**config.mk**
```make
export PLATFORM = sky130hd
export DESIGN_NAME = bencode_syntax_checker_unit
export DESIGN_NICKNAME = d
export VERILOG_FILES = /design/src/rtl/bsc_pkg.sv /design/src/rtl/bsc_stack.sv /design/src/rtl/bsc_ctrl.sv /design/src/rtl/bencode_syntax_checker_unit.sv
export SDC_FILE = /design/constraint.sdc
export NUM_CORES = 1
export LEC_CHECK = 0
export BUFFER_PORTS_ARGS = -buffer_cell sky130_fd_sc_hd__buf_2
export CAP_MARGIN = 20
export CORE_UTILIZATION = 40
export DETAILED_ROUTE_END_ITERATION = 12
export PLACE_DENSITY = 0.67
export RECOVER_POWER = 50
export SLEW_MARGIN = 5
export SYNTH_ARGS = -nofsm -noshare
export SYNTH_HDL_FRONTEND = slang
export SYNTH_SLANG_ARGS = --single-unit
```
**constraint.sdc**
```tcl
create_clock -name i_clk -period 5.8 [get_ports i_clk]
set_clock_uncertainty 0.05 [all_clocks]
set_input_delay 1.74 -clock i_clk [delete_from_list [all_inputs] [get_ports i_clk]]
set_output_delay 1.74 -clock i_clk [all_outputs]
set_load 0.02 [all_outputs]
```
**src/rtl/bsc_pkg.sv**
```systemverilog
// ----------------------------------------------------------------------------
// bsc_pkg
// Shared types and constants of the bencode syntax checker.
// ----------------------------------------------------------------------------
package bsc_pkg;

    localparam int MAX_DEPTH = 32;
    localparam int DEPTH_W   = $clog2(MAX_DEPTH + 1);
    localparam int ADDR_W    = (MAX_DEPTH > 1) ? $clog2(MAX_DEPTH) : 1;
    localparam int POS_BITS  = 16;
    localparam int ACC_W     = POS_BITS + 4;  // length accumulate, before saturation
    localparam logic [POS_BITS-1:0] POS_LIMIT = {POS_BITS{1'b1}};

    localparam logic [7:0] CH_E     = 8'h65;  // 'e'
    localparam logic [7:0] CH_COLON = 8'h3A;  // ':'
    localparam logic [7:0] CH_MINUS = 8'h2D;  // '-'
    localparam logic [7:0] CH_ZERO  = 8'h30;  // '0'
    localparam logic [7:0] CH_NINE  = 8'h39;  // '9'
    localparam logic [7:0] CH_I     = 8'h69;  // 'i'
    localparam logic [7:0] CH_L     = 8'h6C;  // 'l'
    localparam logic [7:0] CH_D     = 8'h64;  // 'd'

    typedef enum logic [1:0] {
        ST_VALID      = 2'd0,
        ST_INCOMPLETE = 2'd1,
        ST_MALFORMED  = 2'd2,
        ST_LIMIT      = 2'd3
    } t_status;

    // container kinds held in the stack
    typedef enum logic [1:0] {
        KIND_LIST = 2'd0,
        KIND_DKEY = 2'd1,
        KIND_DVAL = 2'd2
    } t_kind;

    typedef enum logic [6:0] {
        PH_EXPECT     = 7'b0000001,
        PH_INT_START  = 7'b0000010,
        PH_INT_NEG    = 7'b0000100,
        PH_INT_ZERO   = 7'b0001000,
        PH_INT_DIGITS = 7'b0010000,
        PH_STR_LEN    = 7'b0100000,
        PH_STR_BODY   = 7'b1000000
    } t_phase;

    // command from the parser to the stack memory
    typedef struct packed {
        logic              wr_en;
        logic [ADDR_W-1:0] wr_addr;
        logic [ADDR_W-1:0] rd_addr;
        logic              top_we;
        t_kind             top_val;
    } t_stack_cmd;

    typedef struct packed {
        logic                valid;
        t_status             status;
        logic [POS_BITS-1:0] position;
    } t_result;

    typedef struct packed {
        logic [DEPTH_W-1:0] level;
        logic               given;
    } t_ctrl_stat;

    function automatic logic is_digit(input logic [7:0] b);
        return (b >= CH_ZERO) && (b <= CH_NINE);
    endfunction

    // a finished value flips a dictionary between key and value
    function automatic t_kind flip_kind(input t_kind k);
        t_kind r;
        case (k)
            KIND_DKEY: r = KIND_DVAL;
            KIND_DVAL: r = KIND_DKEY;
            default:   r = k;
        endcase
        return r;
    endfunction

endpackage

```
**src/rtl/bsc_stack.sv**
```systemverilog
// ----------------------------------------------------------------------------
// bsc_stack
// Nesting stack: top entry in a register, lower entries in a synchronous RAM.
// The entry just below the top is read every cycle, write-to-read bypassed.
// ----------------------------------------------------------------------------
module bsc_stack (
    input  logic                i_clk,
    input  bsc_pkg::t_stack_cmd i_cmd,
    output bsc_pkg::t_kind      o_top,
    output bsc_pkg::t_kind      o_below
);

    bsc_pkg::t_kind r_mem [bsc_pkg::MAX_DEPTH];
    bsc_pkg::t_kind r_top;
    bsc_pkg::t_kind r_rd;

    always_ff @(posedge i_clk) begin
        if (i_cmd.wr_en) begin
            r_mem[i_cmd.wr_addr] <= r_top;
        end
        // bypass: pushed entry read back on the next cycle
        if (i_cmd.wr_en && (i_cmd.wr_addr == i_cmd.rd_addr)) begin
            r_rd <= r_top;
        end else begin
            r_rd <= r_mem[i_cmd.rd_addr];
        end
        if (i_cmd.top_we) begin
            r_top <= i_cmd.top_val;
        end
    end

    assign o_top   = r_top;
    assign o_below = r_rd;

endmodule

```
**src/rtl/bsc_ctrl.sv**
```systemverilog
// ----------------------------------------------------------------------------
// bsc_ctrl
// Per-byte parse control: phase, level, string length, byte count.
// Issues push/pop/modify commands to the stack and forms the result.
// ----------------------------------------------------------------------------
module bsc_ctrl (
    input  logic                 i_clk,
    input  logic                 i_rst_n,
    input  logic                 i_fire,
    input  logic [7:0]           i_data_byte,
    input  logic                 i_last_byte,
    input  bsc_pkg::t_kind       i_top,
    input  bsc_pkg::t_kind       i_below,
    output bsc_pkg::t_stack_cmd  o_cmd,
    output bsc_pkg::t_result     o_res,
    output bsc_pkg::t_ctrl_stat  o_stat
);

    bsc_pkg::t_phase                 r_phase, n_phase, p_phase;
    logic [bsc_pkg::DEPTH_W-1:0]     r_level, n_level, p_level;
    logic [bsc_pkg::POS_BITS-1:0]    r_rem, n_rem, p_rem;
    logic [bsc_pkg::POS_BITS-1:0]    r_count, n_count;
    logic                            r_given, n_given;

    logic                            v_none, v_done, v_push, v_pop;
    bsc_pkg::t_status                v_st;
    bsc_pkg::t_kind                  v_kind, v_base;
    logic                            v_top_we;
    bsc_pkg::t_kind                  v_top_val;
    logic [bsc_pkg::ACC_W-1:0]       v_acc;
    logic [bsc_pkg::POS_BITS-1:0]    v_dec;
    logic                            v_apply;
    logic [bsc_pkg::DEPTH_W-1:0]     v_rd;

    always_comb begin
        p_phase   = r_phase;
        p_level   = r_level;
        p_rem     = r_rem;
        v_none    = 1'b1;
        v_st      = bsc_pkg::ST_VALID;
        v_done    = 1'b0;
        v_push    = 1'b0;
        v_pop     = 1'b0;
        v_kind    = bsc_pkg::KIND_LIST;
        v_top_we  = 1'b0;
        v_top_val = i_top;
        v_acc     = ({4'd0, r_rem} << 3) + ({4'd0, r_rem} << 1)
                  + bsc_pkg::ACC_W'(i_data_byte[3:0]);
        v_dec     = (r_rem != '0) ? r_rem - 1'b1 : r_rem;

        if (r_count >= bsc_pkg::POS_LIMIT) begin
            v_none = 1'b0;
            v_st   = bsc_pkg::ST_LIMIT;
        end else begin
            case (r_phase)
                bsc_pkg::PH_EXPECT: begin
                    if (i_data_byte == bsc_pkg::CH_E) begin
                        if (r_level == '0 || i_top == bsc_pkg::KIND_DVAL) begin
                            v_none = 1'b0;
                            v_st   = bsc_pkg::ST_MALFORMED;
                        end else begin
                            v_pop  = 1'b1;
                            v_done = 1'b1;
                        end
                    end else if (r_level != '0 && i_top == bsc_pkg::KIND_DKEY
                                 && !bsc_pkg::is_digit(i_data_byte)) begin
                        v_none = 1'b0;
                        v_st   = bsc_pkg::ST_MALFORMED;
                    end else if (i_data_byte == bsc_pkg::CH_I) begin
                        p_phase = bsc_pkg::PH_INT_START;
                    end else if (i_data_byte == bsc_pkg::CH_L
                                 || i_data_byte == bsc_pkg::CH_D) begin
                        if (r_level >= bsc_pkg::DEPTH_W'(bsc_pkg::MAX_DEPTH)) begin
                            v_none = 1'b0;
                            v_st   = bsc_pkg::ST_LIMIT;
                        end else begin
                            v_push = 1'b1;
                            v_kind = (i_data_byte == bsc_pkg::CH_L) ?
                                     bsc_pkg::KIND_LIST : bsc_pkg::KIND_DKEY;
                        end
                    end else if (bsc_pkg::is_digit(i_data_byte)) begin
                        p_rem   = bsc_pkg::POS_BITS'(i_data_byte[3:0]);
                        p_phase = bsc_pkg::PH_STR_LEN;
                    end else begin
                        v_none = 1'b0;
                        v_st   = bsc_pkg::ST_MALFORMED;
                    end
                end
                bsc_pkg::PH_INT_START: begin
                    if (i_data_byte == bsc_pkg::CH_MINUS) begin
                        p_phase = bsc_pkg::PH_INT_NEG;
                    end else if (i_data_byte == bsc_pkg::CH_ZERO) begin
                        p_phase = bsc_pkg::PH_INT_ZERO;
                    end else if (bsc_pkg::is_digit(i_data_byte)) begin
                        p_phase = bsc_pkg::PH_INT_DIGITS;
                    end else begin
                        v_none = 1'b0;
                        v_st   = bsc_pkg::ST_MALFORMED;
                    end
                end
                bsc_pkg::PH_INT_NEG: begin
                    if (bsc_pkg::is_digit(i_data_byte)
                        && i_data_byte != bsc_pkg::CH_ZERO) begin
                        p_phase = bsc_pkg::PH_INT_DIGITS;
                    end else begin
                        v_none = 1'b0;
                        v_st   = bsc_pkg::ST_MALFORMED;
                    end
                end
                bsc_pkg::PH_INT_ZERO: begin
                    if (i_data_byte == bsc_pkg::CH_E) begin
                        v_done = 1'b1;
                    end else begin
                        v_none = 1'b0;
                        v_st   = bsc_pkg::ST_MALFORMED;
                    end
                end
                bsc_pkg::PH_INT_DIGITS: begin
                    if (i_data_byte == bsc_pkg::CH_E) begin
                        v_done = 1'b1;
                    end else if (!bsc_pkg::is_digit(i_data_byte)) begin
                        v_none = 1'b0;
                        v_st   = bsc_pkg::ST_MALFORMED;
                    end
                end
                bsc_pkg::PH_STR_LEN: begin
                    if (bsc_pkg::is_digit(i_data_byte)) begin
                        // saturating length accumulate
                        p_rem = (v_acc > bsc_pkg::ACC_W'(bsc_pkg::POS_LIMIT)) ?
                                bsc_pkg::POS_LIMIT : v_acc[bsc_pkg::POS_BITS-1:0];
                    end else if (i_data_byte == bsc_pkg::CH_COLON) begin
                        if (r_rem == '0) begin
                            v_done = 1'b1;
                        end else begin
                            p_phase = bsc_pkg::PH_STR_BODY;
                        end
                    end else begin
                        v_none = 1'b0;
                        v_st   = bsc_pkg::ST_MALFORMED;
                    end
                end
                bsc_pkg::PH_STR_BODY: begin
                    p_rem = v_dec;
                    if (v_dec == '0) begin
                        v_done = 1'b1;
                    end
                end
                default: begin
                    v_none = 1'b0;
                    v_st   = bsc_pkg::ST_MALFORMED;
                end
            endcase
        end

        if (v_push) begin
            p_level   = r_level + 1'b1;
            p_phase   = bsc_pkg::PH_EXPECT;
            v_top_we  = 1'b1;
            v_top_val = v_kind;
        end
        if (v_pop) begin
            p_level   = r_level - 1'b1;
            v_top_we  = 1'b1;
            v_top_val = i_below;
        end
        // finished value: top level ends the check, else flip dict slot
        v_base = v_pop ? i_below : i_top;
        if (v_done) begin
            if (p_level == '0) begin
                v_none = 1'b0;
                v_st   = bsc_pkg::ST_VALID;
            end else begin
                v_top_we  = 1'b1;
                v_top_val = bsc_pkg::flip_kind(v_base);
                p_phase   = bsc_pkg::PH_EXPECT;
            end
        end
        if (v_none && i_last_byte) begin
            v_none = 1'b0;
            v_st   = bsc_pkg::ST_INCOMPLETE;
        end
    end

    assign v_apply = i_fire && !r_given && v_none;

    always_comb begin
        n_phase = r_phase;
        n_level = r_level;
        n_rem   = r_rem;
        n_count = r_count;
        n_given = r_given;
        if (i_fire) begin
            if (i_last_byte) begin
                n_phase = bsc_pkg::PH_EXPECT;
                n_level = '0;
                n_rem   = '0;
                n_count = '0;
                n_given = 1'b0;
            end else if (!r_given) begin
                if (v_none) begin
                    n_phase = p_phase;
                    n_level = p_level;
                    n_rem   = p_rem;
                    n_count = r_count + 1'b1;
                end else begin
                    n_given = 1'b1;
                end
            end
        end
    end

    always_ff @(posedge i_clk) begin
        if (!i_rst_n) begin
            r_phase <= bsc_pkg::PH_EXPECT;
            r_level <= '0;
            r_rem   <= '0;
            r_count <= '0;
            r_given <= 1'b0;
        end else begin
            r_phase <= n_phase;
            r_level <= n_level;
            r_rem   <= n_rem;
            r_count <= n_count;
            r_given <= n_given;
        end
    end

    // stack keeps the entry under the new top in its read register
    assign v_rd = n_level - bsc_pkg::DEPTH_W'(2);

    always_comb begin
        o_cmd.wr_en   = v_apply && v_push && (r_level != '0);
        o_cmd.wr_addr = bsc_pkg::ADDR_W'(r_level - 1'b1);
        o_cmd.rd_addr = v_rd[bsc_pkg::ADDR_W-1:0];
        o_cmd.top_we  = v_apply && v_top_we;
        o_cmd.top_val = v_top_val;
    end

    always_comb begin
        o_res.valid    = i_fire && !r_given && !v_none;
        o_res.status   = v_st;
        o_res.position = (v_st == bsc_pkg::ST_VALID || v_st == bsc_pkg::ST_INCOMPLETE) ?
                         r_count + 1'b1 : r_count;
    end

    assign o_stat.level = r_level;
    assign o_stat.given = r_given;

endmodule

```
**src/rtl/bencode_syntax_checker_unit.sv**
```systemverilog
// ----------------------------------------------------------------------------
// bencode_syntax_checker_unit
// Streaming bencode syntax checker: one byte per beat, one verdict per buffer.
// ----------------------------------------------------------------------------
//
//  channel  handshake               payload
//  -------  ----------------------  ---------------------------------------
//  in       i_in_valid / o_in_ready  i_data_byte[7:0], i_last_byte
//  out      o_out_valid / i_out_ready o_status[1:0], o_position[15:0]
//
//  One byte per clock while no verdict waits; the verdict appears in the cycle
//  after the deciding byte. The per-byte loop is a read-modify-write of the
//  nesting stack top, with the entry below it prefetched from the stack RAM.
//  Reset (i_rst_n low, synchronous) returns the parser to "expecting a value";
//  stack RAM contents are not cleared, no clearing pass is needed.
//  o_in_ready is low in reset and while a verdict sits unaccepted in the
//  output register.
//
//  status: 0 valid, 1 incomplete, 2 malformed, 3 depth/position limit.
//  After a verdict the rest of the buffer (through the last_byte beat) is
//  consumed silently.
// ----------------------------------------------------------------------------
module bencode_syntax_checker_unit (
    input  logic        i_clk,
    input  logic        i_rst_n,
    input  logic        i_in_valid,
    output logic        o_in_ready,
    input  logic [7:0]  i_data_byte,
    input  logic        i_last_byte,
    output logic        o_out_valid,
    input  logic        i_out_ready,
    output logic [1:0]  o_status,
    output logic [15:0] o_position
);

    logic                 w_fire;
    bsc_pkg::t_stack_cmd  w_cmd;
    bsc_pkg::t_kind       w_top;
    bsc_pkg::t_kind       w_below;
    bsc_pkg::t_result     w_res;
    bsc_pkg::t_ctrl_stat  w_stat;

    logic                 r_out_valid;
    bsc_pkg::t_status     r_status;
    logic [15:0]          r_position;

    // output register frees up in the same cycle it is taken
    assign o_in_ready = i_rst_n && (!r_out_valid || i_out_ready);
    assign w_fire     = i_in_valid && o_in_ready;

    bsc_ctrl u_ctrl (
        .i_clk       (i_clk),
        .i_rst_n     (i_rst_n),
        .i_fire      (w_fire),
        .i_data_byte (i_data_byte),
        .i_last_byte (i_last_byte),
        .i_top       (w_top),
        .i_below     (w_below),
        .o_cmd       (w_cmd),
        .o_res       (w_res),
        .o_stat      (w_stat)
    );

    bsc_stack u_stack (
        .i_clk   (i_clk),
        .i_cmd   (w_cmd),
        .o_top   (w_top),
        .o_below (w_below)
    );

    always_ff @(posedge i_clk) begin
        if (!i_rst_n) begin
            r_out_valid <= 1'b0;
        end else if (w_res.valid) begin
            r_out_valid <= 1'b1;
        end else if (i_out_ready) begin
            r_out_valid <= 1'b0;
        end
    end

    always_ff @(posedge i_clk) begin
        if (w_res.valid) begin
            r_status   <= w_res.status;
            r_position <= w_res.position[15:0];
        end
    end

    assign o_out_valid = r_out_valid;
    assign o_status    = r_status;
    assign o_position  = r_position;

    // nesting never passes the stack depth
    a_depth_bound: assert property (@(posedge i_clk) disable iff (!i_rst_n)
        w_stat.level <= bsc_pkg::DEPTH_W'(bsc_pkg::MAX_DEPTH))
        else $error("stack level above depth limit");

    // a last beat always leaves the parser clean
    a_last_clears: assert property (@(posedge i_clk) disable iff (!i_rst_n)
        (w_fire && i_last_byte) |=> (w_stat.level == '0 && !w_stat.given))
        else $error("parser not cleared after last beat");

    // once a verdict is out, the buffer tail yields nothing
    a_one_verdict: assert property (@(posedge i_clk) disable iff (!i_rst_n)
        (w_fire && w_stat.given) |-> !w_res.valid)
        else $error("second verdict for one buffer");

    // a valid value has at least one byte
    a_valid_len: assert property (@(posedge i_clk) disable iff (!i_rst_n)
        (w_res.valid && w_res.status == bsc_pkg::ST_VALID) |-> (w_res.position != '0))
        else $error("valid verdict with zero length");

endmodule
```
==> flow_summary.yaml, run 1 <==
run_status:
  run_status: "complete, no violations"
yosys:
  yosys-top-cells-area: "edfxtp_1, dfxtp_1, ha_1"
  yosys.area.top_type_share_pct: 29.6
  ys_top_cells_by_count: "nor2_1, edfxtp_1, nand2_1, o21ai_0, dfxtp_1"
  synthesis.instances: 887
  synth-edff-count: 84
  ys.flop_type: "edfxtp_1"
  yosysMostFrequentCell: "nor2_1"
  syn-num-nets: 941
  postSynthAreaPerCell_um2: 9.62
  yosysWarningCount: 0
  post-synth-top-area-cell: "edfxtp_1"
  synth.cell_area_um2: 8530
  asyncSetResetFlopFracSynth_pct: 0
  synth-seq-cells: 136
  synth_sequential_area_ratio_pct: 41.8
  synth_unique_cells: 77
global_routing:
  grt_pass1_vias: 6517
  grt_start_max_net_pins: 36
  grt_usage_pct: 19.5
  grt_remaining_overflow: 0
  grt_pass1_wl_um: 33500
  grt_antenna_before_repair: 1
power_and_ir_drop:
  power.leakage_nw: 3.49
  power.clock.fraction_pct: 49.8
  swShare_pct: 20.4
  share_comb_of_total_power_pct: 3.0
  max-vdd-ir-drop_v: 0.000187
  cellPowerDensity_nw_per_um2: 227
  net-switching-power_w: 0.000442
  p_int_w: 0.00173
  relative_contribution_of_sequential_cells_to_total_power_pct: 47.3
timing:
  slew_at_the_pin_with_the_worst_max_slew_slack_ps: 1460
  timing.final.crit_period_ps: 5200
  grt_setup_unrepaired: "false"
  max_freq_mhz: 192
  fin_ws_ps: 599
  setup_viol: 0
  finalHoldViolCount: 0
  maxSlewViolCount: 0
  tns_ps: 0
  timing.slew.headroom_pct: 2.92
  finalCritPeriodShare_pct: 89.7
placement:
  dp.final_hpwl_um: 14600
  preCtsSetupSlack_ps: 457
  portBuffers: 32
  gp_routability_congestion: 0.876
floorplanning:
  initial_core_util_pct: 40.7
  chipHeight_um: 148
  dieWidth_um: 148
  core.rowCount: 53
  design.die.area_um2: 21900
  core_area_um2: 21000
  pin_count: 33
min_path:
  worstHoldStart: "u_ctrl.r_phase[2]$_SDFFE_PN0P_"
  holdPathEnd: "u_ctrl.r_phase[2]$_SDFFE_PN0P_"
  hold_path.class: "reg -> reg"
  min_path_cells: 2
finish:
  final_nets: 967
  area.growth.synth_to_final_pct: 11.9
  nFillCells: 2052
  layout-drive-gt1-share_pct: 10.4
cts:
  clkTransAtPathRegs_ps: 60
  clock_insertion_delay_worst_skew_ps: 430
  cts-root-buf: "clkbuf_16"
  postCtsResizedCells: 0
  cts-buffers-inserted: 17
  htreeDepth: 4
  cts-root-to-sink-buffers: 2
  clock_sinks: 136
  cts_hold_buffers: 0
  cts.repair_timing.setup_buffer_count: 0
  clock_tree_from_tritoncts: "done"
routing:
  aggregate_routed_wire_length_um: 20600
  starting_drt_drc_count: 613
  first_pass_iters: 5
  drt-vias-per-instance: 5.77
  wl_per_cell_um: 17.2
  drc_errors: 0
  route.vias.total: 6931
  drt.antenna.violating_nets: 0
setup_path:
  crit_path_max_fanout: 16
  required_ps: 6070
  r2r_slack_ps: 1080
  levels_on_crit_path: 14
  ff2ff_path_depth: 14
  cp_slowest_stage_delay_ps: 430
  cp_slowest_cell: "o41ai_1"
  regToRegStartpoint: "u_ctrl.r_rem[1]$_SDFFE_PN0P_"
  criticalPathCategory: "in -> reg"
  timing.critical_path.buf_inv: 4
  critPathArrivalTime_ps: 5470
  critical_path.endpoint_type: "register"
  crit_path_frequent_cell: "clkbuf_1"
  timing.critical_path.cells: "clkbuf_1 > or2_2 > a2111oi_0 > clkbuf_1 > nand2_1 > a31oi_1 > o31ai_1 > clkbuf_1 > o41ai_1 > a31oi_1 > buf_4 > o21ai_1 > o21ai_0 > a22o_1"
  worst_path_dominant_cell_family: "compound AO/OA/AOI/OAI gates"
  critPathLaunchType: "input port"
run:
  max-cap-violations: 0
power groups by stage:
stage / clock network (W) / logic (W) / registers (W)
6_report: 0.00108 / 0.0000642 / 0.00102
5_1_grt: 0.00114 / 0.0000703 / 0.00102
4_1_cts: 0.00110 / 0.0000659 / 0.00102
3_5_place_dp: 0 / 0.0000657 / 0.00104
3_3_place_gp: 0 / 0.0000653 / 0.00104
2_1_floorplan: 0 / 0.0000362 / 0.00105
final cells by class:
cell class                      instances  area (µm²)  area share [%]
Clock inverter                         12         149            1.56
Clock buffer                           20         447            4.68
Tap cell                              275         344            3.61
Multi-Input combinational cell        683        4690            49.1
Antenna cell                            1        2.50          0.0262
Timing Repair Buffer                   50         254            2.66
Sequential cell                       136        3560            37.4
Inverter                               25        93.8           0.984
per-layer routing:
layer | global-route usage (%) | share of wire, % | vias to the layer above
li1 | - | - | 3371
met2 | 31.3 | 47 | 177
met3 | 4.01 | 4.6 | 36
met4 | 6.75 | 1.9 | 0
met1 | 26.1 | 46 | 3347
met5 | 0 | 0 | -
tightest hold or removal path: stages, from the launching register on:
cell and delay, ps:
dfxtp_1 350, nand2_1 70, a21boi_0 60
metrics by stage:
stage,area [µm²],total power (W),util [%],instances,hold slack (ps)
after floorplan,8530,0.00109,-,887,428
after global placement,9000,0.00111,43.0,1169,459
after detailed placement,9000,0.00111,43.0,1169,467
after CTS,9600,0.00219,45.8,1201,478
after global routing,9540,0.00223,45.5,1202,505
final,9540,0.00217,45.5,1202,477
how the worst max path moves through the flow:
stage	start	to	slack, ps
6_report	i_data_byte[3]	u_ctrl.r_rem[9]$_SDFFE_PN0P_	600
5_1_grt	i_data_byte[3]	u_ctrl.r_rem[9]$_SDFFE_PN0P_	340
4_1_cts	i_data_byte[3]	u_ctrl.r_rem[6]$_SDFFE_PN0P_	900
3_5_place_dp	i_data_byte[3]	u_ctrl.r_rem[6]$_SDFFE_PN0P_	460
3_3_place_gp	i_data_byte[3]	u_ctrl.r_rem[5]$_SDFFE_PN0P_	610
2_1_floorplan	i_data_byte[3]	u_ctrl.r_rem[12]$_SDFFE_PN0P_	720
kinds of logic after synthesis:
logic type / share of synthesized area [%]
AOI/OAI and AO/OA: 17.0
xor gates and xnor gates: 3.80
adders and majority gates: 6.19
buffers and inverters: 3.27
DFF: 41.8
muxes: 6.01
and+or+nand+nor: 21.9
cells in the final DEF, fill, tap and decap left out, drive strengths merged, types with 9 or more instances in the layout:
cell type  instances
or3               17
dfxtp             52
nand2             71
mux4              20
a21oi             41
o21ai             66
and2              11
nor2             102
a22o              13
nor3b             10
xnor2             22
ha                39
nand3             19
nor2b             20
and3              20
edfxtp            84
or2               11
nor3              33
a21boi            20
buf               25
or4                9
xor2              15
o21a               9
clkbuf            45
inv               25
sequential cells by signal, indices dropped and copies added, names as in the netlist, named ones only:
signal	count
u_ctrl.r_phase	7
u_ctrl.r_level	6
u_stack.r_mem	64
u_ctrl.r_rem	16
u_ctrl.r_given	1
o_position	16
o_status	2
u_stack.o_top	2
u_ctrl.r_count	16
o_out_valid	1
(Power assumes the default switching activity.)
==> run 2, diff against run 1 <==
--- a/config.mk
+++ b/config.mk
@@ -9,7 +9,7 @@
 export CAP_MARGIN = 20
 export CORE_UTILIZATION = 40
 export DETAILED_ROUTE_END_ITERATION = 12
-export PLACE_DENSITY = 0.67
+export PLACE_DENSITY = 0.56
 export RECOVER_POWER = 50
 export SLEW_MARGIN = 5
 export SYNTH_ARGS = -nofsm -noshare
==> run 2 against run 1 <==
Net effect: sequential power about the same; die area unchanged; maximum frequency grew 1.4%; first-iteration DRC count shrank 27%; global-route usage rose by 0.81 points; non-clock buffer count is 4 higher; sequential share of layout area decreased by 0.19 points; utilization increased by 0.23 points; register-to-register slack got worse by 200 ps; final area is 0.50% higher; count of clock-buffer cells in the layout decreased by 2; critical path type unchanged; largest cell class unchanged.
==> flow_summary.yaml, run 2 (synthesis gave the netlist of run 1 again) <==
run_status:
  run_status: "complete, no violations"
timing:
  maxSlewViolCount: 0
  tns_ps: 0
  finalCritPeriodShare_pct: 88.5
  slew_at_the_pin_with_the_worst_max_slew_slack_ps: 1420
  max_freq_mhz: 195
  timing.final.crit_period_ps: 5130
  final.hold.worst_slack_ps: 463
  finalHoldViolCount: 0
  timing.slew.headroom_pct: 5.50
  grt_setup_unrepaired: "false"
  setup_viol: 0
finish:
  largest_reg_flops: 64
  footprint_of_the_flip_flops_and_latches_um2: 3560
  area.growth.synth_to_final_pct: 12.4
  most-common-layout-cells: "nor2_1, edfxtp_1, nand2_1"
  nFillCells: 2089
  final_common_cell: "nor2_1"
  antenna_cells: 0
  layout-drive-gt1-share_pct: 10.9
  multiInputGateArea_um2: 4690
  stdcell_count: 1205
  final_nets: 971
  max_flop_register: "u_stack.r_mem"
routing:
  drc_errors: 0
  drt-met1-wl_um: 10500
  first_pass_iters: 5
  met3WireLength_um: 801
  drt.antenna.violating_nets: 0
  starting_drt_drc_count: 450
  aggregate_routed_wire_length_um: 21400
  highest-signal-layer: "met4"
  met2RoutedLength_um: 9800
  drt-vias-per-instance: 5.71
  wl_per_cell_um: 17.7
  route.vias.total: 6886
cts:
  cts-root-buf: "clkbuf_16"
  clock_sinks: 136
  htreeDepth: 4
  cts-root-to-sink-buffers: 2
  cts-buffers-inserted: 17
  cts.repair_timing.setup_buffer_count: 0
  postCtsResizedCells: 0
  clock_insertion_delay_worst_skew_ps: 410
  clock_tree_from_tritoncts: "done"
  clkTransAtPathRegs_ps: 60
  cts_hold_buffers: 0
global_routing:
  grt_remaining_overflow: 0
  grt_pass1_wl_um: 34800
  grt_pass1_vias: 6574
  grt_antenna_before_repair: 0
  grt_usage_pct: 20.3
  grt_start_max_net_pins: 36
placement:
  portBuffers: 32
  dp.final_hpwl_um: 15400
  gp_routability_congestion: 0.874
  post-place-cells: 1171
setup_path:
  critPathArrivalTime_ps: 5130
  critPathLaunchType: "input port"
  criticalPathCategory: "in -> reg"
  crit_path_max_fanout: 9
  required_ps: 5800
  critical_path.endpoint_type: "register"
power_and_ir_drop:
  power_consumption_w: 0.00220
  power.clock.fraction_pct: 50.4
  swShare_pct: 21.2
  p_int_w: 0.00173
  share_comb_of_total_power_pct: 3.0
  max-vdd-ir-drop_v: 0.000228
  net-switching-power_w: 0.000466
  cellPowerDensity_nw_per_um2: 229
  relative_contribution_of_sequential_cells_to_total_power_pct: 46.6
  power.leakage_nw: 3.51
floorplanning:
  initial_core_util_pct: 40.7
  core_area_um2: 21000
  design.die.area_um2: 21900
  core.rowCount: 53
  dieWidth_um: 148
  chipHeight_um: 148
  pin_count: 33
min_path:
  hold_path.class: "reg -> reg"
run:
  max-cap-violations: 0
[run 2: layer usage]
metal	vias up	GRT usage (%)
li1	3385	-
met5	-	0
met4	0	4.64
met1	3320	29.0
met3	21	3.73
met2	160	31.8
[run 2: stage by stage]
stage / area (µm²) / setup WS [ps] / util, %
floorplan: 8530 / 722 / -
global placement: 9020 / 592 / 43.0
detailed placement: 9020 / 560 / 43.0
CTS: 9630 / 977 / 45.9
global route: 9590 / 284 / 45.8
finish: 9590 / 668 / 45.8
[run 2: final cells by class]
| class | count | share of cell area, % |
|---|---|---|
| inverters | 25 | 0.979 |
| clock buffers | 18 | 4.58 |
| flip-flops and latches | 136 | 37.2 |
| multi-input cells | 683 | 48.9 |
| repair buffers | 54 | 2.99 |
| well taps | 275 | 3.59 |
| clock inverters | 14 | 1.80 |
[run 2: path summary, 6_finish.rpt]
kind                                   startpoint                         endpoint  slack [ps]  depth (start not counted)
hold reg to reg   u_ctrl.r_count[10]$_SDFFE_PN0P_  u_ctrl.r_count[10]$_SDFFE_PN0P_         460                          2
hold / removal    u_ctrl.r_count[10]$_SDFFE_PN0P_  u_ctrl.r_count[10]$_SDFFE_PN0P_         460                          2
setup reg to reg     u_ctrl.r_rem[1]$_SDFFE_PN0P_                         register         880                         14
setup / recovery                   i_data_byte[2]    u_stack.r_mem[3][1]$_DFFE_PP_         670                         12
[run 2: worst max-delay path: stages]
cell and delay (ps):
clkbuf_1 260, buf_4 210, nand4b_1 150, or4_1 510
a31oi_1 220, o31ai_1 200, inv_1 340, nand3_1 270
nor2_1 180, and3_1 310, nand2_1 220, nor4_1 510
[run 2: power groups by stage]
stage	registers, W	clock network, W	logic [W]
6_report	0.00102	0.00111	0.0000660
5_1_grt	0.00102	0.00118	0.0000726
4_1_cts	0.00102	0.00113	0.0000683
3_5_place_dp	0.00104	0	0.0000680
3_3_place_gp	0.00104	0	0.0000680
2_1_floorplan	0.00105	0	0.0000362
==> run 3, diff against run 2 <==
--- a/config.mk
+++ b/config.mk
@@ -6,12 +6,13 @@
 export NUM_CORES = 1
 export LEC_CHECK = 0
 export BUFFER_PORTS_ARGS = -buffer_cell sky130_fd_sc_hd__buf_2
-export CAP_MARGIN = 20
 export CORE_UTILIZATION = 40
+export CTS_BUF_LIST = sky130_fd_sc_hd__clkbuf_8
 export DETAILED_ROUTE_END_ITERATION = 12
 export PLACE_DENSITY = 0.56
 export RECOVER_POWER = 50
 export SLEW_MARGIN = 5
 export SYNTH_ARGS = -nofsm -noshare
 export SYNTH_HDL_FRONTEND = slang
+export SYNTH_HIERARCHICAL = 1
 export SYNTH_SLANG_ARGS = --single-unit
==> run 3 against run 2 <==
Net effect: count of clock-buffer cells in the layout down 1; largest cell class unchanged; final area up 0.63%; worst setup slack lost 210 ps.
==> flow_summary.yaml, run 3 <==
global_routing:
  grt_pass1_vias: 6938
  grt_usage_pct: 21.3
  grt_pass1_wl_um: 37400
  grt_remaining_overflow: 0
  grt_start_max_net_pins: 35
  grt_antenna_before_repair: 0
setup_path:
  required_ps: 6050
  critPathArrivalTime_ps: 5590
  crit_path_max_fanout: 10
  timing.critical_path.cells: "clkbuf_1 > nor4b_4 > nand4_4 > or2_1 > o221a_2 > a221oi_4 > inv_1 > a311oi_1 > a211oi_1 > a22oi_1 > ha_1 > nand2b_1 > a2111oi_0 > a2111oi_0 > o2111ai_1"
  cp_slowest_stage_delay_ps: 450
  critical_path.endpoint_type: "register"
  criticalPathCategory: "in -> reg"
  crit_path_frequent_cell: "a2111oi_0"
  r2r_slack_ps: 910
  critPathLaunchType: "input port"
  cp_slowest_cell: "nor4b_4"
timing:
  slew_at_the_pin_with_the_worst_max_slew_slack_ps: 1450
  final.hold.worst_slack_ps: 457
  finalCritPeriodShare_pct: 92.1
  setup_viol: 0
  grt_setup_unrepaired: "false"
  timing.slew.headroom_pct: 3.60
  tns_ps: 0
  timing.final.crit_period_ps: 5340
  maxSlewViolCount: 0
  max_freq_mhz: 187
  finalHoldViolCount: 0
floorplanning:
  pin_count: 33
  design.die.area_um2: 23000
  core.rowCount: 54
  chipHeight_um: 151
  core_area_um2: 21900
  dieWidth_um: 151
  initial_core_util_pct: 40.8
routing:
  drt-vias-per-instance: 5.94
  route.vias.total: 7420
  aggregate_routed_wire_length_um: 23700
  drt.antenna.violating_nets: 0
  starting_drt_drc_count: 586
  first_pass_iters: 5
  drc_errors: 0
  wl_per_cell_um: 18.9
placement:
  dp.final_hpwl_um: 17000
  placed_area_um2: 9330
  portBuffers: 32
  gp_routability_congestion: 0.933
power_and_ir_drop:
  power.leakage_nw: 3.47
  power_consumption_w: 0.00187
  max-vdd-ir-drop_v: 0.000117
  cellPowerDensity_nw_per_um2: 194
cts:
  cts-root-buf: "clkbuf_8"
  cts-buffers-inserted: 17
  clock_sinks: 136
  cts_hold_buffers: 0
  htreeDepth: 4
  postCtsResizedCells: 0
  cts-root-to-sink-buffers: 2
  clock_tree_from_tritoncts: "done"
  cts.repair_timing.setup_buffer_count: 0
  clock_insertion_delay_worst_skew_ps: 450
  clkTransAtPathRegs_ps: 80
yosys:
  postSynthAreaPerCell_um2: 9.61
  syn-num-nets: 981
  yosysWarningCount: 6
  synth.cell_area_um2: 8940
  synthesis.instances: 930
finish:
  antenna_cells: 0
  most-common-layout-cells: "nor2_1, edfxtp_1, nand2_1"
  nFillCells: 2206
  final_common_cell: "nor2_1"
  largest_reg_flops: 64
  final_nets: 1007
  max_flop_register: "u_stack/r_mem"
  area.growth.synth_to_final_pct: 7.92
  layout-drive-gt1-share_pct: 9.60
  design_area_um2: 9650
  final_core_utilization_pct: 44.1
min_path:
  hold_path.class: "reg -> reg"
run:
  max-cap-violations: 0
run_status:
  run_status: "complete, no violations"
[run 3: worst paths after layout]
check	startpoint	end	cells after the start
setup / recovery	i_data_byte[7]	register	15
hold / removal	u_ctrl/r_given$_SDFFE_PN0P_	u_ctrl/r_given$_SDFFE_PN0P_	2
setup reg to reg	u_ctrl/r_rem[0]$_SDFFE_PN0P_	u_stack/r_mem[26][1]$_DFFE_PP_	13
hold reg to reg	u_ctrl/r_given$_SDFFE_PN0P_	u_ctrl/r_given$_SDFFE_PN0P_	2
[run 3: cell type report]
type                            count  area [µm²]  share of cell area, %
Clock buffer                       17         234                   2.43
Tap cell                          280         350                   3.63
Timing Repair Buffer               52         259                   2.68
Multi-Input combinational cell    720        4970                   51.6
Inverter                           29         109                   1.13
Sequential cell                   136        3560                   36.9
Clock inverter                     15         156                   1.62
[run 3: critical path, delay by kind of cell]
family                   cells  cell delay, ps
buffers and inverters        2             280
adder cells (fa/ha/maj)      1             280
AND/OR/NAND/NOR              4            1170
AO/OA/AOI/OAI                8            2110
[run 3: per-layer routing]
layer / share of wire [%] / GRT usage [%]
met5: 0 / 0
met4: 2.1 / 7.52
met3: 5.0 / 4.13
met2: 45 / 32.5
met1: 48 / 29.9
[run 3: per-stage QoR]
step | cells | setup WS [ps]
final | 1249 | 457
after CTS | 1249 | 670
after global routing | 1249 | 203
after floorplan | 930 | 655
after detailed placement | 1217 | 197
after global placement | 1217 | 277
[run 3: power breakdown]
part	switching [W]	total, W	internal (W)	leakage [nW]
clock network	0.000422	0.000778	0.000356	0.195
registers	0.00000210	0.00102	0.00102	1.19
logic	0.0000486	0.0000690	0.0000204	2.08
total	0.000473	0.00187	0.00140	3.47
